**src/hdl/assert_macros.svh**
```systemverilog
// Assertion helpers shared by the RTL.
// Clock and reset names are fixed by the house convention: clk, rst_n.
`ifndef ASSERT_MACROS_SVH
`define ASSERT_MACROS_SVH

// Checked only outside reset.
`define ELV_ASSERT(lbl, prop, msg) \
    lbl: assert property (@(posedge clk) disable iff (!rst_n) prop) else $error(msg);

// Checked on every edge, reset included.
`define ELV_ASSERT_ALWAYS(lbl, prop, msg) \
    lbl: assert property (@(posedge clk) prop) else $error(msg);

`endif

```
**src/hdl/elv_pkg.sv**
```systemverilog
// ----------------------------------------------------------------------------
// elv_pkg
// Shared types, character codes, status codes and byte classes for the
// env line validator.
// ----------------------------------------------------------------------------
`timescale 1ns / 1ps
`default_nettype none

package elv_pkg;

    localparam int MAX_LINE_LEN_DEF = 4096;

    // result field widths
    localparam int STATUS_W = 4;
    localparam int KLEN_W   = 12;
    localparam int RAW_W    = 12;
    localparam int VSTART_W = 13;
    localparam int VLEN_W   = 12;
    localparam int M_DATA_W = 56;   // 49 bits of fields, padded to bytes

    // characters
    localparam logic [7:0] CH_NUL   = 8'h00;
    localparam logic [7:0] CH_TAB   = 8'h09;
    localparam logic [7:0] CH_CR    = 8'h0D;
    localparam logic [7:0] CH_SPACE = 8'h20;
    localparam logic [7:0] CH_DQ    = 8'h22;
    localparam logic [7:0] CH_HASH  = 8'h23;
    localparam logic [7:0] CH_SQ    = 8'h27;
    localparam logic [7:0] CH_EQ    = 8'h3D;
    localparam logic [7:0] CH_BSL   = 8'h5C;
    localparam logic [7:0] CH_US    = 8'h5F;

    // status codes
    localparam logic [STATUS_W-1:0] ST_OK         = 4'd0;
    localparam logic [STATUS_W-1:0] ST_SKIP       = 4'd1;
    localparam logic [STATUS_W-1:0] ST_BAD_CHAR   = 4'd2;
    localparam logic [STATUS_W-1:0] ST_NO_EQUALS  = 4'd3;
    localparam logic [STATUS_W-1:0] ST_EMPTY_KEY  = 4'd4;
    localparam logic [STATUS_W-1:0] ST_KEY_LEAD   = 4'd5;
    localparam logic [STATUS_W-1:0] ST_KEY_TRAIL  = 4'd6;
    localparam logic [STATUS_W-1:0] ST_KEY_BAD    = 4'd7;
    localparam logic [STATUS_W-1:0] ST_VAL_LEAD   = 4'd8;
    localparam logic [STATUS_W-1:0] ST_DQ_OPEN    = 4'd9;
    localparam logic [STATUS_W-1:0] ST_SQ_OPEN    = 4'd10;
    localparam logic [STATUS_W-1:0] ST_TRAILING   = 4'd11;
    localparam logic [STATUS_W-1:0] ST_TOO_LONG   = 4'd12;

    // per-line flags and captured bytes (positions travel separately)
    typedef struct packed {
        logic       seen_equals;
        logic       blank_so_far;
        logic       nul_seen;
        logic       key_bad;
        logic       close_quote_seen;
        logic       value_bad_char;
        logic       overflowed;
        logic [7:0] first_line_byte;
        logic [7:0] key_last_byte;
        logic [7:0] previous_byte;
        logic [7:0] value_first_byte;
    } line_flags_t;

    localparam line_flags_t FLAGS_CLEAR = '{
        seen_equals:      1'b0,
        blank_so_far:     1'b1,
        nul_seen:         1'b0,
        key_bad:          1'b0,
        close_quote_seen: 1'b0,
        value_bad_char:   1'b0,
        overflowed:       1'b0,
        first_line_byte:  8'h00,
        key_last_byte:    8'h00,
        previous_byte:    8'h00,
        value_first_byte: 8'h00
    };

    typedef struct packed {
        logic [STATUS_W-1:0] status;
        logic [KLEN_W-1:0]   key_length;
        logic [RAW_W-1:0]    raw_value_length;
        logic [VSTART_W-1:0] value_start;
        logic [VLEN_W-1:0]   value_length;
    } line_result_t;

    function automatic logic is_sp_tab(input logic [7:0] c);
        return (c == CH_SPACE) || (c == CH_TAB);
    endfunction

    function automatic logic is_alpha(input logic [7:0] c);
        return ((c >= 8'h41) && (c <= 8'h5A)) || ((c >= 8'h61) && (c <= 8'h7A));
    endfunction

    function automatic logic is_digit(input logic [7:0] c);
        return (c >= 8'h30) && (c <= 8'h39);
    endfunction

    function automatic logic is_quote(input logic [7:0] c);
        return (c == CH_DQ) || (c == CH_SQ);
    endfunction

endpackage

`default_nettype wire

```
**src/hdl/elv_line_state.sv**
```systemverilog
// ----------------------------------------------------------------------------
// elv_line_state
// Per-line tracking registers; folds one byte into the line state per step
// and presents the updated state for the end-of-line check.
// ----------------------------------------------------------------------------
`timescale 1ns / 1ps
`default_nettype none

module elv_line_state
    import elv_pkg::*;
#(
    parameter int MAX_LINE_LEN = MAX_LINE_LEN_DEF,
    localparam int PW          = $clog2(MAX_LINE_LEN + 1)
)
(
    input  wire logic              clk,
    input  wire logic              rst_n,
    input  wire logic              step,        // process the held item
    input  wire logic [7:0]        data_byte,
    input  wire logic              has_byte,
    input  wire logic              end_of_line,
    output line_flags_t            upd_flags,   // state after this byte
    output logic [PW-1:0]          upd_pos,
    output logic [PW-1:0]          upd_key_len,
    output logic [PW-1:0]          upd_cq_pos
);

    localparam logic [PW-1:0] MAX_POS = PW'(MAX_LINE_LEN);

    line_flags_t   flags_reg, flags_next;
    logic [PW-1:0] pos_reg, pos_next;
    logic [PW-1:0] key_len_reg, key_len_next;
    logic [PW-1:0] cq_pos_reg, cq_pos_next;

    logic          first_value_byte;
    logic          key_ok;

    assign first_value_byte = ({1'b0, pos_reg} == ({1'b0, key_len_reg} + (PW+1)'(1)));
    assign key_ok = (pos_reg == '0) ? (is_alpha(data_byte) || (data_byte == CH_US))
                                    : (is_alpha(data_byte) || is_digit(data_byte) ||
                                       (data_byte == CH_US));

    // fold in the byte
    always_comb
    begin
        upd_flags   = flags_reg;
        upd_pos     = pos_reg;
        upd_key_len = key_len_reg;
        upd_cq_pos  = cq_pos_reg;
        if (has_byte)
        begin
            if (pos_reg >= MAX_POS)
            begin
                upd_flags.overflowed = 1'b1;
            end
            else
            begin
                if (pos_reg == '0)
                begin
                    upd_flags.first_line_byte = data_byte;
                end
                else if (!is_sp_tab(flags_reg.previous_byte))
                begin
                    upd_flags.blank_so_far = 1'b0;
                end
                if (data_byte == CH_NUL)
                begin
                    upd_flags.nul_seen = 1'b1;
                end
                if (!flags_reg.seen_equals)
                begin
                    if (data_byte == CH_EQ)
                    begin
                        upd_flags.seen_equals = 1'b1;
                        upd_key_len           = pos_reg;
                    end
                    else
                    begin
                        if (!key_ok)
                        begin
                            upd_flags.key_bad = 1'b1;
                        end
                        upd_flags.key_last_byte = data_byte;
                    end
                end
                else
                begin
                    if (first_value_byte)
                    begin
                        upd_flags.value_first_byte = data_byte;
                    end
                    else if (is_quote(flags_reg.value_first_byte) &&
                             (data_byte == flags_reg.value_first_byte) &&
                             !flags_reg.close_quote_seen)
                    begin
                        upd_flags.close_quote_seen = 1'b1;
                        upd_cq_pos                 = pos_reg;
                    end
                    if (is_sp_tab(data_byte) || is_quote(data_byte) ||
                        (data_byte == CH_BSL))
                    begin
                        upd_flags.value_bad_char = 1'b1;
                    end
                end
                upd_flags.previous_byte = data_byte;
                upd_pos                 = pos_reg + PW'(1);
            end
        end
    end

    // commit, or start a fresh line after the close
    always_comb
    begin
        flags_next   = flags_reg;
        pos_next     = pos_reg;
        key_len_next = key_len_reg;
        cq_pos_next  = cq_pos_reg;
        if (step)
        begin
            if (end_of_line)
            begin
                flags_next   = FLAGS_CLEAR;
                pos_next     = '0;
                key_len_next = '0;
                cq_pos_next  = '0;
            end
            else
            begin
                flags_next   = upd_flags;
                pos_next     = upd_pos;
                key_len_next = upd_key_len;
                cq_pos_next  = upd_cq_pos;
            end
        end
    end

    always_ff @(posedge clk or negedge rst_n)
    begin
        if (!rst_n)
        begin
            flags_reg   <= FLAGS_CLEAR;
            pos_reg     <= '0;
            key_len_reg <= '0;
            cq_pos_reg  <= '0;
        end
        else
        begin
            flags_reg   <= flags_next;
            pos_reg     <= pos_next;
            key_len_reg <= key_len_next;
            cq_pos_reg  <= cq_pos_next;
        end
    end

endmodule

`default_nettype wire

```
**src/hdl/elv_judge.sv**
```systemverilog
// ----------------------------------------------------------------------------
// elv_judge
// End-of-line verdict: priority-ordered checks and value bounds.
// ----------------------------------------------------------------------------
`timescale 1ns / 1ps
`default_nettype none

module elv_judge
    import elv_pkg::*;
#(
    parameter int MAX_LINE_LEN = MAX_LINE_LEN_DEF,
    localparam int PW          = $clog2(MAX_LINE_LEN + 1)
)
(
    input  wire logic              shell_mode,
    input  wire line_flags_t       flags,
    input  wire logic [PW-1:0]     pos,
    input  wire logic [PW-1:0]     key_len,
    input  wire logic [PW-1:0]     cq_pos,
    output line_result_t           result
);

    logic          cr_end;
    logic          blank;
    logic          eff_empty;
    logic [PW-1:0] raw_len;
    logic [PW-1:0] vstart_plain;
    logic [PW-1:0] vstart_quoted;
    logic [PW-1:0] vlen_quoted;
    logic          quoted;

    assign cr_end        = (flags.previous_byte == CH_CR);
    assign eff_empty     = cr_end && (pos == PW'(1));
    assign blank         = cr_end ? flags.blank_so_far
                                  : (flags.blank_so_far && is_sp_tab(flags.previous_byte));
    assign raw_len       = pos - key_len - PW'(1);
    assign vstart_plain  = key_len + PW'(1);
    assign vstart_quoted = key_len + PW'(2);
    assign vlen_quoted   = cq_pos - key_len - PW'(2);
    assign quoted        = shell_mode && (raw_len != '0) && is_quote(flags.value_first_byte);

    always_comb
    begin
        result = '0;
        if (flags.overflowed)
            result.status = ST_TOO_LONG;
        else if ((pos == '0) || eff_empty || (flags.first_line_byte == CH_HASH) || blank)
            result.status = ST_SKIP;
        else if (flags.nul_seen)
            result.status = ST_BAD_CHAR;
        else if (!flags.seen_equals)
            result.status = ST_NO_EQUALS;
        else if (key_len == '0)
            result.status = ST_EMPTY_KEY;
        else if (shell_mode && is_sp_tab(flags.first_line_byte))
            result.status = ST_KEY_LEAD;
        else if (shell_mode && is_sp_tab(flags.key_last_byte))
            result.status = ST_KEY_TRAIL;
        else if (shell_mode && flags.key_bad)
            result.status = ST_KEY_BAD;
        else if (shell_mode && (raw_len != '0) && is_sp_tab(flags.value_first_byte))
            result.status = ST_VAL_LEAD;
        else if (quoted && !flags.close_quote_seen)
            result.status = (flags.value_first_byte == CH_DQ) ? ST_DQ_OPEN : ST_SQ_OPEN;
        else if (quoted && ((cq_pos + PW'(1)) != pos))
            result.status = ST_TRAILING;
        else if (shell_mode && (raw_len != '0) && !quoted && flags.value_bad_char)
            result.status = ST_BAD_CHAR;
        else
        begin
            result.status           = ST_OK;
            result.key_length       = KLEN_W'(key_len);
            result.raw_value_length = RAW_W'(raw_len);
            result.value_start      = quoted ? VSTART_W'(vstart_quoted)
                                             : VSTART_W'(vstart_plain);
            result.value_length     = quoted ? VLEN_W'(vlen_quoted) : VLEN_W'(raw_len);
        end
    end

endmodule

`default_nettype wire

```
**src/hdl/env_line_validator_top.sv**
```systemverilog
// Env line validator: takes one line of an environment file a byte per
// transaction and closes it on tlast, returning one result transaction per line
// (status in m_tuser, key and value bounds in m_tdata, bounds zero unless the
// status is ok). One transaction is taken every clock cycle; a closing
// transaction's result is registered, and the input stalls only when a closing
// transaction is held while a result is waiting in that register and m_tready
// is low. The per-byte state update plus the end-of-line checks form the single
// combinational step between the input register and the result register, which
// sets that rate. shell_mode is sampled when a line closes; the user must ensure
// it is written only while no line is open, which the block does not enforce.
// ----------------------------------------------------------------------------
// env_line_validator_top
// Stream front end: input register, line tracker, verdict logic, result
// register, mode register.
// ----------------------------------------------------------------------------
`timescale 1ns / 1ps
`default_nettype none

`include "assert_macros.svh"

module env_line_validator_top
    import elv_pkg::*;
#(
    parameter int MAX_LINE_LEN = MAX_LINE_LEN_DEF
)
(
    input  wire logic                clk,
    input  wire logic                rst_n,
    // byte stream in
    input  wire logic                s_tvalid,
    output logic                     s_tready,
    input  wire logic [7:0]          s_tdata,   // [7:0] data_byte
    input  wire logic                s_tuser,   // [0] has_byte
    input  wire logic                s_tlast,   // end_of_line
    // line results out
    output logic                     m_tvalid,
    input  wire logic                m_tready,
    output logic [M_DATA_W-1:0]      m_tdata,   // [11:0] key_length,
                                                // [23:12] raw_value_length,
                                                // [36:24] value_start,
                                                // [48:37] value_length, rest 0
    output logic [STATUS_W-1:0]      m_tuser,   // [3:0] status
    // mode register write
    input  wire logic                cfg_valid,
    output logic                     cfg_ready,
    input  wire logic                cfg_data   // shell_mode
);

    localparam int PW = $clog2(MAX_LINE_LEN + 1);

    // input register
    logic          in_valid_reg, in_valid_next;
    logic [7:0]    in_byte_reg;
    logic          in_has_reg;
    logic          in_eol_reg;

    // result register
    logic          out_valid_reg, out_valid_next;
    line_result_t  out_res_reg;

    logic          shell_mode_reg, shell_mode_next;

    logic          advance;
    logic          close_line;
    line_flags_t   upd_flags;
    logic [PW-1:0] upd_pos;
    logic [PW-1:0] upd_key_len;
    logic [PW-1:0] upd_cq_pos;
    line_result_t  judge_res;

    // A closing transaction needs a free result slot; other bytes never wait.
    assign advance    = in_valid_reg && (!in_eol_reg || !out_valid_reg || m_tready);
    assign close_line = advance && in_eol_reg;
    assign s_tready   = !in_valid_reg || advance;
    assign cfg_ready  = 1'b1;

    assign in_valid_next   = s_tready ? s_tvalid : in_valid_reg;
    assign out_valid_next  = close_line ? 1'b1 : (m_tready ? 1'b0 : out_valid_reg);
    assign shell_mode_next = cfg_valid ? cfg_data : shell_mode_reg;

    always_ff @(posedge clk or negedge rst_n)
    begin
        if (!rst_n)
        begin
            in_valid_reg   <= 1'b0;
            out_valid_reg  <= 1'b0;
            shell_mode_reg <= 1'b1;
        end
        else
        begin
            in_valid_reg   <= in_valid_next;
            out_valid_reg  <= out_valid_next;
            shell_mode_reg <= shell_mode_next;
        end
    end

    // payload registers, no reset
    always_ff @(posedge clk)
    begin
        if (s_tready && s_tvalid)
        begin
            in_byte_reg <= s_tdata;
            in_has_reg  <= s_tuser;
            in_eol_reg  <= s_tlast;
        end
        if (close_line)
        begin
            out_res_reg <= judge_res;
        end
    end

    elv_line_state #(
        .MAX_LINE_LEN (MAX_LINE_LEN)
    ) u_state (
        .clk          (clk),
        .rst_n        (rst_n),
        .step         (advance),
        .data_byte    (in_byte_reg),
        .has_byte     (in_has_reg),
        .end_of_line  (in_eol_reg),
        .upd_flags    (upd_flags),
        .upd_pos      (upd_pos),
        .upd_key_len  (upd_key_len),
        .upd_cq_pos   (upd_cq_pos)
    );

    elv_judge #(
        .MAX_LINE_LEN (MAX_LINE_LEN)
    ) u_judge (
        .shell_mode   (shell_mode_reg),
        .flags        (upd_flags),
        .pos          (upd_pos),
        .key_len      (upd_key_len),
        .cq_pos       (upd_cq_pos),
        .result       (judge_res)
    );

    assign m_tvalid = out_valid_reg;
    assign m_tuser  = out_res_reg.status;
    assign m_tdata  = {{(M_DATA_W - KLEN_W - RAW_W - VSTART_W - VLEN_W){1'b0}},
                       out_res_reg.value_length,
                       out_res_reg.value_start,
                       out_res_reg.raw_value_length,
                       out_res_reg.key_length};

    // ------------------------------------------------------------------------
    // checks
    // ------------------------------------------------------------------------
    `ELV_ASSERT(a_close_gives_result, close_line |=> m_tvalid, "closed line gave no result")
    `ELV_ASSERT(a_fail_zero_bounds, m_tvalid && m_tuser != ST_OK |-> m_tdata == '0, "bad bounds")
    `ELV_ASSERT(a_status_range, m_tvalid |-> (m_tuser <= ST_TOO_LONG), "status code out of range")
    `ELV_ASSERT_ALWAYS(a_reset_idle, $rose(rst_n) |-> !m_tvalid && s_tready, "not idle after reset")

endmodule

`default_nettype wire
```
**config.mk**
```make
export PLATFORM = sky130hd
export DESIGN_NAME = env_line_validator_top
export DESIGN_NICKNAME = d
export VERILOG_FILES = /design/src/hdl/elv_pkg.sv /design/src/hdl/elv_line_state.sv /design/src/hdl/elv_judge.sv /design/src/hdl/env_line_validator_top.sv
export VERILOG_INCLUDE_DIRS = /design/src /design/src/hdl
export SDC_FILE = /design/constraint.sdc
export NUM_CORES = 1
export LEC_CHECK = 0
export ABC_AREA = 1
export CORE_MARGIN = 1.5
export CORE_UTILIZATION = 50
export DETAILED_ROUTE_END_ITERATION = 8
export DONT_BUFFER_PORTS = 1
export PLACE_DENSITY = 0.63
export SLEW_MARGIN = 20
export SYNTH_ARGS = -nofsm -noshare
export SYNTH_HDL_FRONTEND = slang
export SYNTH_SLANG_ARGS = --single-unit
```
**constraint.sdc**
```tcl
create_clock -name clk -period 10.9 [get_ports clk]
set_input_delay 1.635 -clock clk [delete_from_list [all_inputs] [get_ports clk]]
set_output_delay 1.635 -clock clk [all_outputs]
set_load 0.05 [all_outputs]
```
# --- Word-level counts from Yosys, hierarchy flattened ---
# Cells that the tools add are included.
op_classes:
  magnitude_cmp: 7
  bitwise_logic: 1
  muxes: 54
  addsub: 9
  eq_ne: 27
  reduce_logical: 55
op_table:
  columns: ["operator", "n"]
  rows:
  - ["2-to-1 mux 13 bit", 15]
  - ["equality test 8 x 6 -> 1 bit (second input constant)", 14]
  - ["2-to-1 mux 39 bit", 2]
  - ["equality test 8 x 4 -> 1 bit (second input constant)", 7]
  - ["2-to-1 mux 4 bit", 10]
  - ["2-to-1 mux 8 bit", 5]
  - ["adder 13 x 1 -> 13 bit (second input constant)", 3]
  - ["zero test 13 bit", 3]
  - ["2-to-1 mux 32 bit", 1]
  - ["logical OR 1 bit", 21]
  - ["logical AND 1 bit", 20]
  - ["equality test 8 x 7 -> 1 bit (second input constant)", 2]
  - ["greater-or-equal comparator 8 x 7 -> 1 bit (second input constant)", 2]
  - ["less-or-equal comparator 8 x 7 -> 1 bit (second input constant)", 2]
  - ["2-to-1 mux 1 bit", 16]
  - ["adder 13 x 1 -> 14 bit (second input constant)", 1]
  - ["equality test 13 x 14 -> 1 bit", 1]
  - ["adder 13 x 2 -> 13 bit (second input constant)", 1]
  - ["equality test 13 x 1 -> 1 bit (second input constant)", 1]
  - ["greater-or-equal comparator 13 bit (second input constant)", 1]
  - ["inequality test 13 bit", 1]
  - ["nonzero test 13 bit", 1]
  - ["subtractor 13 x 1 -> 13 bit (second input constant)", 1]
  - ["subtractor 13 bit", 1]
  - ["other kinds (14)", 21]
word_totals:
  word_cells: 179
  input_bits: 16
  output_inout_bits: 63
  ff_bits: 144

# --- Longest topological paths before layout ---
# Gate-level depths: netlist of the first run.
logic_depth:
  word_depth: 28
  ltp_mapped: 34
  depth_no_buf: 33

# --- Hierarchy ---
# From an unflattened synthesis of the first run, not the netlist that was laid out.
unflattened:
  hier_cells: 1420
  area_unflattened_um2: 10348.7
by_module_without_submodules:
  columns: ["module", "area_each_um2", "cells_each", "instances"]
  rows:
  - ["elv_line_state", 5114.9, 745, 1]
  - ["elv_judge", 3128.0, 584, 1]
  - ["env_line_validator_top", 2105.8, 91, 1]

# --- Worst setup path before layout of the first run ---
# Ideal clock, no wire load.
synth_path:
  kind: "reg2reg"
  from: "register in_byte_reg[7]"
  to: "register out_res_reg, in the netlist m_tdata[36] (data pin)"
  required_time_ps: 10643
  t_arrival_ps: 4735
  period_less_slack_ps: 4991
  stages_incl_launch_ff: 32
  setup_slack_ps: 5909
  setup_time_ps: 257
  n_path_buf: 1
  path_cell_list: "edfxtp_1 > inv_1 > nand2_1 > nor3_2 > nand3_1 > nor3_2 > inv_1 > buf_2 > o21ai_0 > inv_1 > ha_1 > fa_1 > a21oi_1 > o21bai_1 > a21oi_1 > o21ai_0 > a21o_1 > a21oi_1 > xor2_1 > nand2_1 > o21ai_0 > inv_1 > nand2_2 > clkinv_2 > nand2_1 > o21ai_1 > nor3_2 > nand3_1 > inv_1 > nand3_1 > nand2_1 > a21oi_1"
synth_via:
  elab_chain_len: 14
  elab_cells_between_ends: 102
synth_rtl:
  columns: ["item", "line", "text"]
  rows:
  - ["from (decl)", "env_line_validator_top.sv:53", "logic [7:0] in_byte_reg;"]
  - ["from (signal assigned)", "env_line_validator_top.sv:102", "in_byte_reg <= s_tdata;"]
  - ["equality test 8 x 6 -> 1 bit (*)", "elv_line_state.sv:72", "if (data_byte == CH_EQ)"]
  - ["2-to-1 mux 13 bit (*)", "elv_line_state.sv:72", null]
  - ["2-to-1 mux 13 bit (*)", "elv_line_state.sv:70", "if (!flags_reg.seen_equals)"]
  - ["2-to-1 mux 13 bit (*)", "elv_line_state.sv:52", "if (pos_reg >= MAX_POS)"]
  - ["2-to-1 mux 13 bit (*)", "elv_line_state.sv:50", "if (has_byte)"]
  - ["via u_judge.key_len[0]", "elv_judge.sv:18", "input wire logic [PW-1:0] key_len,"]
  - ["subtractor 13 bit", "elv_judge.sv:36", "assign raw_len = pos - key_len - PW'(1);"]
  - ["subtractor 13 x 1 -> 13 bit", "elv_judge.sv:36", null]
  - ["nonzero test 13 bit", "elv_judge.sv:40, elv_judge.sv:61, elv_judge.sv:67", null]
  - ["logical AND 1 bit", "elv_judge.sv:40, elv_judge.sv:61, elv_judge.sv:67", null]
  - ["logical AND 1 bit", "elv_judge.sv:40", "assign quoted = shell_mode && (raw_len != '0) && is_quote(flags.value_first_byte);"]
  - ["zero test 1 bit", "elv_judge.sv:67", "else if (shell_mode && (raw_len != '0) && !quoted && flags.value_bad_char)"]
  - ["logical AND 1 bit (2 in series)", "elv_judge.sv:67", null]
  - ["OR reduction 12 bit (no source line)", null, null]
  - ["to (signal assigned)", "env_line_validator_top.sv:108", "out_res_reg <= judge_res;"]
  - ["to (decl)", "env_line_validator_top.sv:59", "line_result_t out_res_reg;"]
# The timed path passes the listed nets; every way through them passes the cells marked *.
# A chain may end at the register's enable or synchronous reset.

# --- Final worst setup path of the first run ---
layout_path:
  from: "register u_state.pos_reg[12]"
  to: "register out_res_reg, in the netlist m_tdata[40] (data pin)"
layout_via:
  elab_cells_between_ends: 77
layout_lines:
  columns: ["item", "line", "text"]
  rows:
  - ["from (decl)", "elv_line_state.sv:31", "logic [PW-1:0] pos_reg, pos_next;"]
  - ["from (signal assigned)", "elv_line_state.sv:149", "pos_reg <= pos_next;"]
  - ["greater-or-equal comparator 13 bit (*)", "elv_line_state.sv:52", null]
  - ["2-to-1 mux 13 bit (*)", "elv_line_state.sv:52", null]
  - ["2-to-1 mux 13 bit (*)", "elv_line_state.sv:50", null]
  - ["via u_judge.key_len[2]", "elv_judge.sv:18", null]
  - ["subtractor 13 bit", "elv_judge.sv:36", null]
  - ["subtractor 13 x 1 -> 13 bit", "elv_judge.sv:36", null]
  - ["nonzero test 13 bit", "elv_judge.sv:40, elv_judge.sv:61, elv_judge.sv:67", null]
  - ["logical AND 1 bit", "elv_judge.sv:40, elv_judge.sv:61, elv_judge.sv:67", null]
  - ["logical AND 1 bit", "elv_judge.sv:40", null]
  - ["zero test 1 bit", "elv_judge.sv:67", null]
  - ["logical AND 1 bit (2 in series)", "elv_judge.sv:67", null]
  - ["OR reduction 12 bit (no source line)", null, null]
# Marked as above.

==> results of run 1 <==
power breakdown:
| group | total (mW) | switching, mW | internal [mW] |
|---|---|---|---|
| Combinational | 0.241 | 0.171 | 0.0696 |
| Sequential | 0.658 | 0.0556 | 0.603 |
| Clock | 0.648 | 0.242 | 0.406 |
routing by layer:
| layer | vias up | GRT usage |
|---|---|---|
| met3 | 87 | 0.06090 |
| li1 | 4145 | - |
| met1 | 4079 | 0.3538 |
| met4 | 0 | 0.1394 |
| met2 | 373 | 0.5130 |
| met5 | - | 0 |
stage by stage:
step | std cells | cell area [µm²] | utilization | hold WS, ps
2_1_floorplan | 1247 | 9683 | - | 447.9
3_3_place_gp | 1471 | 9839 | 0.5225 | 459.8
3_5_place_dp | 1471 | 9839 | 0.5225 | 467.9
4_1_cts | 1503 | 10480 | 0.5566 | 483.7
5_1_grt | 1503 | 10490 | 0.5568 | 509.2
6_report | 1503 | 10490 | 0.5568 | 484.4
worst min-delay path, stage by stage (launching register included):
cell     delay, ps
dfrtp_1        350
nand2_1         50
o21ai_0         50
final timing paths:
check / from / to / cells past startpoint
min in group asynchronous: rst_n / u_state.flags_reg[31] / 0
max reg2reg: u_state.pos_reg[12] / m_tdata[40] / 24
max: u_state.pos_reg[12] / m_tdata[40] / 24
max in group asynchronous: rst_n / shell_mode_reg / 0
min: u_state.flags_reg[31] / u_state.flags_reg[31] / 2
min reg2reg: u_state.flags_reg[31] / u_state.flags_reg[31] / 2
area by class of cell:
class                   count  area [µm²]  area share
clock buffers              18       429.2     0.04093
clock inverters            14       212.7     0.02029
repair buffers              7       52.55    0.005012
inverters                 194       730.7     0.06969
well taps                 260       325.3     0.03103
multi-input cells         866        4813      0.4591
flip-flops and latches    144        3921      0.3740
cells in the final DEF, fill, tap and decap left out, drive strengths merged, types with 3 or more instances in the layout:
cell,synthesis,layout
ha,40,40
edfxtp,63,63
bufinv,0,5
conb,2,8
a211oi,9,9
nor2,108,108
o21a,3,3
clkinv,5,12
nand2,270,270
nand3,63,63
a21oi,52,52
buf,22,7
clkbuf,21,18
o22ai,56,56
o21bai,6,6
dfrtp,79,79
nor3,31,31
o31ai,4,4
or2,3,3
inv,189,189
xor2,32,32
nor4,5,5
nand4,51,51
o21ai,94,94
xnor2,12,12
kinds of logic after synthesis:
group,after synthesis,share of synthesized area
compound gates,233,0.1434
xor+xnor,45,0.04222
fa+ha+maj,42,0.05595
buf+inv,237,0.09986
flops,144,0.4059
other cells,2,0.0007774
simple gates,538,0.2519
==> summary.md, run 1 <==
| Metric | Value |
|---|---|
| Status | finished clean |
| CTS Sinks | between 100 and 150 |
| Max Transition Viols Final | 0 |
| M1 wire length | between 10000 and 15000 µm |
| Clk pin slew, worst setup/hold paths | 60 ps |
| CTS tree | done |
| Crit path launch type | flip-flop |
| Top post-synthesis cells by area | dfrtp_1, edfxtp_1, nand2_1 |
| Post-route DRC | 0 |
| Cells after Synth | 1241 |
| First-pass DRT Iterations | 5 |
| Htree depth | 4 |
| Max VDD drop | between 100 and 150 µV |
| Final worst-path cycle share | 0.6693 |
| Die Wd | 142 µm |
| Most common cell in the netlist | nand2_1 |
| Power Dens Cells | 147.5 nW/µm² |
| Antenna Cells | 0 |
| F_max | 0.1371 GHz |
| Critical-path cell list | nor2_2 -> inv_2 -> nor3_2 -> inv_1 -> o21ai_0 -> inv_1 -> ha_1 -> a21oi_1 -> nand2_1 -> xor2_1 -> nand4_1 -> nor3_1 -> nand4_1 -> nor3_1 -> nand2_1 -> o21ai_0 -> inv_1 -> nand2_2 -> clkinv_2 -> o21ai_2 -> nand2_1 -> nor3_4 -> inv_2 -> a211oi_2 |
| Die area | 20160 µm² |
| Final nets | 1288 |
| CTS Hold Bufs | 0 |
| Yosys reg bits | roughly 140 |
| Synth cell types | 55 |
| Global-route wire length before repair | 45230 µm |
| Final Setup Violations | 0 |
| Leak | 4.617 nW |
| Crit Path Category | reg -> reg |
| Largest net degree at the start of global routing | 82 |
| Final total power | 1.547 mW |
| Overflow after GRT | 0 |
| EDFF count, synth | 63 |
| Hold Fails Final Rpt | 0 |
| Inserted Clock Buffers | 17 |
| Slowest CP cell | o21ai_0 |
| CP top delay family | simple AND/OR/NAND/NOR gates |
| Hpwl dp | 21110 µm |
| Synth area leader | dfrtp_1 |
| Final WS setup | 3605 ps |
| Initial antenna violation count | 0 |
| Via count of the first global-routing pass | 8104 |
| Routed vias | 8684 |
| Area grow syn2layout | 8.536% |
| Input/output buffers | 0 |
| DR iter-0 viols | 740 |
| Area of the core | 18830 µm² |
| WL final | 28730 µm |
| HP Class | reg -> reg |
| DIE HEIGHT | 142 µm |
| Max cap viols | 0 |
| Rows | 50 |
| Maximum fanout along the worst path | 40 |
| Synth Flop Type | dfrtp_1 |
| Clock Tree Root | clkbuf_16 |
| Top sig layer | met4 |
| Post-Place Setup Slack | 3427 ps |
| Max Root-Sink Buffers | 2 |
| Overall global routing resource usage | 0.2964 |
| Slew HR | 0.3310 |
| Setup TNS Final | 0 ps |
| Ys Warns | 0 |
| Syn avg cell area | slightly below 8 µm² |
| GP Congestion | 0.9416 |
| Clock Latency Late Sink | 440 ps |
| Critical Path AT | 7560 ps |
| RSZ-0062 raised after global routing | no |
| Post-synthesis sequential area ratio | 0.4059 |
| Layout fillers | 1777 |
| Antenna-violating nets left | 0 |
| Drt via density | 5.778 |
| Ys async rst share | 0.5625 |
| Worst setup EP type | flip-flop |
| Clk_skew | approximately 9.4 ps |
| Met3 Wirelength | 1739 µm |
| Worst R2R Setup Slack | 3600 ps |
| I/O pins | 79 |
| Initial core utilization | 0.5130 |
| Slew @ Worst Pin | between 900 and 1000 ps |
| Metal2 WL | 14210 µm |
| Yosys top cell area share | 0.2046 |
| CP Data Required Time | 11160 ps |
| Worst path bufs/invs | 6 |
| Max incr delay on CP | 770 ps |
| Max FFs per register | 49 |
| Layout cells sized above 1 | 0.07723 |
| Wire length per cell | about 19 µm |
| Post-CTS Setup Bufs | 0 |
| # resized after CTS | 0 |
| Minimum clock period | 7296 ps |
| Synth cell count leaders | nand2_1, inv_1, nor2_1, o21ai_0, dfrtp_1 |
| Cell area after synthesis | ~9700 µm² |
Note: power is estimated with default switching activity, not from simulation.
==> run 2, diff against run 1 <==
--- a/config.mk
+++ b/config.mk
@@ -11,7 +11,7 @@
 export CORE_UTILIZATION = 50
 export DETAILED_ROUTE_END_ITERATION = 8
 export DONT_BUFFER_PORTS = 1
-export PLACE_DENSITY = 0.63
+export PLACE_DENSITY = 0.66
 export SLEW_MARGIN = 20
 export SYNTH_ARGS = -nofsm -noshare
 export SYNTH_HDL_FRONTEND = slang
==> constraint.sdc (replaced) <==
create_clock -name clk -period 6.1 [get_ports clk]
set_input_delay 0.915 -clock clk [delete_from_list [all_inputs] [get_ports clk]]
set_output_delay 0.915 -clock clk [all_outputs]
set_load 0.05 [all_outputs]
==> run 2 against run 1 <==
Net effect:
- non-clock buffer count grew 22
- utilization is 0.68 points higher
- register-to-register slack worse by 3100 ps
- via count down 0.15%
- design area rose by 1.2%
- sequential power up 78%
- clock power grew 65%
- critical endpoint is now m_tdata[48]
- largest cell class unchanged
==> summary.md, run 2 (synthesized netlist as in run 1, its figures left out) <==
| Metric | Value |
|---|---|
| Minimum clock period | 5603 ps (-1693 ps) |
| Final nets | 1310 (+1.7%) |
| CTS tree | done |
| GP Congestion | 0.9760 (+3.7%) |
| Reg2reg start | u_state.key_len_reg[0] |
| Slew HR | 0.4232 (+0.09220) |
| Max incr delay on CP | 510 ps (-260 ps) |
| Routing usage on met3 | 0.04946 (-0.01144) |
| DR iter-0 viols | 672 (-9.2%) |
| Slowest CP cell | dfrtp_1 |
| Overall global routing resource usage | 0.2988 (+0.002333) |
| Worst setup EP type | flip-flop |
| Most frequent cells in the layout | nand2_1, inv_1, nor2_1, o21ai_0, dfrtp_1 |
| Area grow syn2layout | 9.856% |
| Global-route wire length before repair | 45580 µm (+0.78%) |
| Power Dens Cells | 251.8 nW/µm² (+71%) |
| Area of the core | 18830 µm² (unchanged) |
| # resized after CTS | 0 (unchanged) |
| Maximum fanout along the worst path | 20 (-50%) |
| HP Class | in -> async |
| Global route hottest layer | met2 |
| Antenna-violating nets left | 0 (unchanged) |
| F_max | 0.1785 GHz (+30%) |
| Clk pin slew, worst setup/hold paths | 70 ps (about the same) |
| DIE HEIGHT | 142 µm (unchanged) |
| Crit Path Category | reg -> reg |
| Slew @ Worst Pin | 865.3 ps (-132.1 ps) |
| Hpwl dp | 21720 µm (+2.9%) |
| First-pass DRT Iterations | 7 (+2) |
| Htree depth | 4 (unchanged) |
| Overflow after GRT | 0 (unchanged) |
| Non-Filler Instances | 1525 (+1.5%) |
| I/O pins | 79 (unchanged) |
| Max Root-Sink Buffers | 2 (unchanged) |
| Met1 usage | 0.3588 (+0.004992) |
| Clk_skew | 9.608 ps (+0.2463 ps) |
| Antenna Cells | 0 (unchanged) |
| Final total power | 2.672 mW (+73%) |
| Max VDD drop | 196.2 µV (+74%) |
| Worst R2R Setup Slack | 500 ps (-3110 ps) |
| Die Wd | 142 µm (unchanged) |
| Clock Latency Late Sink | 430 ps (about the same) |
| Initial core utilization | 0.5130 (unchanged) |
| Status | finished clean |
| Layout cells sized above 1 | 0.09565 (+0.01842) |
| Max cap viols | 0 (unchanged) |
| Final Setup Violations | 0 (unchanged) |
| WL final | 28890 µm (+0.54%) |
| Inserted Clock Buffers | 17 (unchanged) |
| CP Data Required Time | 6250 ps (-4910 ps) |
| Setup TNS Final | 0 ps (unchanged) |
| Final worst-path cycle share | 0.9184 (+0.2491) |
| GR Layer Usage met2 | 0.5130 (unchanged) |
| Drt via density | 5.686 (-1.6%) |
| Via count of the first global-routing pass | 8345 (+3.0%) |
| Crit path capture | m_tdata[48] |
| CTS Hold Bufs | 0 (unchanged) |
| Max FFs per register | 49 (unchanged) |
| Placed Instances | 1493 (+1.5%) |
| Critical Path Source | u_state.key_len_reg[0] |
| Hold Fails Final Rpt | 0 (unchanged) |
| R2R depth | 28 (+17%) |
| Critical R2R Capture | m_tdata[48] |
| Initial antenna violation count | 0 (unchanged) |
| Largest net degree at the start of global routing | 82 (unchanged) |
| RSZ-0062 raised after global routing | no |
| Clock Tree Root | clkbuf_16 |
| Wire length per cell | 18.94 µm (-0.91%) |
| Fin util | 0.5636 (+0.006777) |
| Commonest non-fill, non-tap cell in the layout | nand2_1 |
| Routed vias | 8671 (-0.15%) |
| Max Transition Viols Final | 0 (unchanged) |
| Post-CTS Setup Bufs | 0 (unchanged) |
| Crit path launch type | flip-flop |
| Leak | 4.718 nW (+2.2%) |
| CTS Sinks | 144 (unchanged) |
| Critical Path AT | 5750 ps (-1810 ps) |
| Post-route DRC | 0 (unchanged) |
| Rows | 50 (unchanged) |
| Input/output buffers | 0 (unchanged) |
| Die area | 20160 µm² (unchanged) |
-- run 2: layout make-up --
| cell class | count | area (µm²) |
|---|---|---|
| Clock inverter | 12 | 116.4 |
| Timing Repair Buffer | 29 | 217.7 |
| Sequential cell | 144 | 3921 |
| Fill cell | 1783 | 8218 |
| Inverter | 194 | 730.7 |
| Multi-Input combinational cell | 866 | 4818 |
| Tap cell | 260 | 325.3 |
| Clock buffer | 20 | 483.0 |
-- run 2: worst max-delay path, delay by kind of cell, from the launching register on --
family / cells / cell delay [ps]
xor gates and xnor gates: 3 / 530
buffers and inverters: 4 / 300
and+or+nand+nor: 10 / 1720
DFF: 1 / 510
AOI/OAI and AO/OA: 7 / 1100
adders and majority gates: 4 / 1160
-- run 2: how the worst min path moves through the flow --
stage / slack, ps / depth (start not counted) / to
2_1_floorplan: 450 / 2 / u_state.flags_reg[27]
3_3_place_gp: 460 / 2 / u_state.flags_reg[31]
3_5_place_dp: 470 / 2 / u_state.flags_reg[32]
4_1_cts: 160 / 0 / u_state.flags_reg[27]
5_1_grt: 160 / 0 / u_state.flags_reg[26]
6_report: 170 / 0 / u_state.flags_reg[26]
-- run 2: routing by layer --
metal | vias up | share of wire
met5 | - | 0
met4 | 0 | 0.047
met3 | 85 | 0.051
met2 | 312 | 0.50
met1 | 4087 | 0.41
li1 | 4187 | -
-- run 2: metrics by stage --
stage,hold WS (ps),setup WS [ps],cell area (µm²)
after floorplan,447.9,1109,9683
after global placement,463.1,622.6,10000
after detailed placement,469.4,587.2,10000
after CTS,163.1,544.4,10600
after global routing,162.0,37.11,10610
final,170.0,497.5,10610
-- run 2: report_power, final --
group	leakage [nW]	internal, mW	switching, mW
Clock	0.299	0.623	0.447
Sequential	1.71	1.08	0.0930
Combinational	2.71	0.127	0.305
Total	4.72	1.83	0.845
==> run 3, diff against run 2 <==
--- a/config.mk
+++ b/config.mk
@@ -7,6 +7,7 @@
 export NUM_CORES = 1
 export LEC_CHECK = 0
 export ABC_AREA = 1
+export CORE_ASPECT_RATIO = 0.9
 export CORE_MARGIN = 1.5
 export CORE_UTILIZATION = 50
 export DETAILED_ROUTE_END_ITERATION = 8
==> run 3 against run 2 <==
Net effect:
- fmax up 1.3%
- via count is 0.76% higher
- sequential share of layout area about the same
- utilization is 0.56 points lower
- combinational power grew 2%
- sequential power is essentially flat
- global-route usage decreased by 0.15 points
- critical path type unchanged
- critical endpoint is now m_tdata[36]
- largest cell class unchanged
==> summary.md, run 3 (synthesized netlist as in run 1, its figures left out) <==
| Metric | Value |
|---|---|
| Status | finished clean |
| Commonest non-fill, non-tap cell in the layout | nand2_1 |
| Crit Path Category | reg -> reg |
| Slew HR | 0.3378 (-0.08537) |
| Initial antenna violation count | 0 (unchanged) |
| Switch Pwr | 0.8749 mW (+3.5%) |
| Htree depth | 4 (unchanged) |
| FF+latch area | 3921 µm² (unchanged) |
| Cell Int Power | 1.792 mW (-1.9%) |
| Clk_skew | 10.79 ps (+1.180 ps) |
| WL final | 28580 µm (-1.1%) |
| Register share of total power | 0.439 (about the same) |
| Largest net degree at the start of global routing | 82 (unchanged) |
| Die Wd | 149.5 µm (+5.3%) |
| Slowest CP cell | edfxtp_1 |
| Input/output buffers | 0 (unchanged) |
| Overall global routing resource usage | 0.2973 (-0.001478) |
| Leak | 4.737 nW (+0.40%) |
| Minimum clock period | 5532 ps (-70.14 ps) |
| Rows | 48 (-4.0%) |
| I/O pins | 79 (unchanged) |
| Critical Path AT | 5710 ps (-40 ps) |
| CTS Sinks | 144 (unchanged) |
| CP Data Required Time | 6280 ps (+30 ps) |
| Hold Fails Final Rpt | 0 (unchanged) |
| Clock Latency Late Sink | 440 ps (about the same) |
| Worst setup EP type | flip-flop |
| Setup TNS Final | 0 ps (unchanged) |
| Overflow after GRT | 0 (unchanged) |
| Layout fillers | 1766 (-0.95%) |
| Final Setup Violations | 0 (unchanged) |
| Initial core utilization | 0.5074 (-0.005597) |
| Inserted Clock Buffers | 17 (unchanged) |
| CTS tree | done |
| Max VDD drop | 168.4 µV (-14%) |
| Clock group share of total power | 0.395 (-0.006) |
| Wire length per cell | 18.80 µm (-0.74%) |
| Routed vias | 8737 (+0.76%) |
| First-pass DRT Iterations | 6 (-1) |
| RSZ-0062 raised after global routing | no |
| Die area | 20170 µm² (about the same) |
| Most frequent cells in the layout | nand2_1, inv_1, nor2_1, o21ai_0, dfrtp_1 |
| Antenna-violating nets left | 0 (unchanged) |
| Antenna Cells | 0 (unchanged) |
| Max cap viols | 0 (unchanged) |
| DIE HEIGHT | 134.9 µm (-5.0%) |
| DR iter-0 viols | 653 (-2.8%) |
| Crit path launch type | flip-flop |
| Power Dens Cells | 251.0 nW/µm² (-0.31%) |
| Via count of the first global-routing pass | 8246 (-1.2%) |
| Multi-input gate area in the final layout | 4811 µm² (-0.16%) |
| Fin util | 0.5580 (-0.005623) |
| Sw frac | 0.3281 (+0.01183) |
| HP Class | in -> async |
| Drt via density | 5.748 (+1.1%) |
| Final nets | 1315 (+0.38%) |
| Max incr delay on CP | 460 ps (-50 ps) |
| Area of the core | 19040 µm² (+1.1%) |
| Maximum fanout along the worst path | 16 (-20%) |
| Combinational Power Share | 0.166 (+0.004) |
| Final worst-path cycle share | 0.9069 (-0.01150) |
| Clock Tree Root | clkbuf_16 |
| Max Transition Viols Final | 0 (unchanged) |
| Area grow syn2layout | 9.960% (about the same) |
| Max FFs per register | 49 (unchanged) |
| Post-route DRC | 0 (unchanged) |
| Global-route wire length before repair | 45820 µm (+0.52%) |
| Slew @ Worst Pin | 993.3 ps (+128.1 ps) |
| Worst R2R Setup Slack | 570 ps (+70 ps) |
| F_max | 0.1808 GHz (+1.3%) |
| Clk pin slew, worst setup/hold paths | 70 ps (about the same) |
| Max Root-Sink Buffers | 2 (unchanged) |
| Layout cells sized above 1 | 0.09921 (+0.003560) |
| Hpwl dp | 21370 µm (-1.6%) |
| GP Congestion | 0.9868 (+1.1%) |
## run 3: changes by cell type in the layout (fill, tap and decap cells not counted), moves of 2 or more
| cell | change |
|---|---|
| inv_8 | +3 |
| buf_4 | +5 |
| clkbuf_16 | -2 |
| inv_6 | -2 |
| clkinv_4 | +4 |
## run 3: worst paths after layout
check                                       from                endpoint  depth (start not counted)
max                               in_byte_reg[7]             m_tdata[36]                         30
min                                        rst_n  u_state.key_len_reg[2]                          0
max reg2reg                       in_byte_reg[7]             m_tdata[36]                         30
min reg2reg                u_state.flags_reg[32]   u_state.flags_reg[32]                          2
max in group asynchronous                  rst_n          shell_mode_reg                          0
min in group clk           u_state.flags_reg[32]   u_state.flags_reg[32]                          2
## run 3: cell type report
class | instances | share of cell area
Tap cell | 250 | 0.02945
Clock inverter | 14 | 0.01402
Timing Repair Buffer | 34 | 0.02403
Multi-Input combinational cell | 866 | 0.4529
Sequential cell | 144 | 0.3691
Clock buffer | 18 | 0.04134
Inverter | 194 | 0.06914
## run 3: layer usage
| metal | part of all wire | global-route usage |
|---|---|---|
| met1 | 0.46 | 0.4240 |
| met2 | 0.43 | 0.4339 |
| met3 | 0.092 | 0.07703 |
| met4 | 0.024 | 0.1067 |
| met5 | 0 | 0 |
## run 3: timing repair
item / CTS / global route
setup buffers: 0 / 0
gates resized for setup: 0 / 4
hold buffers: 0 / 0
setup endpoints to repair: 0 / 45
## run 3: stage by stage
stage | power [mW] | instances | area (µm²) | worst slack (ps) | hold slack [ps]
2_1_floorplan | 1.502 | 1247 | 9683 | 1109 | 447.9
3_3_place_gp | 1.615 | 1488 | 10030 | 505.2 | 463.8
3_5_place_dp | 1.618 | 1488 | 10030 | 302.8 | 472.1
4_1_cts | 2.665 | 1520 | 10620 | 260.5 | 165.7
5_1_grt | 2.766 | 1520 | 10620 | 0.1092 | 160.3
6_report | 2.666 | 1520 | 10620 | 567.6 | 173.9
## run 3: worst max-delay path: cells and delay by family (launching register included)
family / cells / cell delay (ps)
AOI/OAI and AO/OA: 10 / 1590
xor gates and xnor gates: 1 / 150
adders and majority gates: 2 / 660
buffers and inverters: 6 / 880
DFF: 1 / 460
and+or+nand+nor: 11 / 1510
## run 3: power groups by stage
stage	clock, mW	sequential, mW	combinational [mW]
floorplan	0	1.18	0.326
global placement	0	1.19	0.429
detailed placement	0	1.19	0.431
CTS	1.06	1.17	0.433
global route	1.10	1.18	0.488
finish	1.05	1.17	0.442
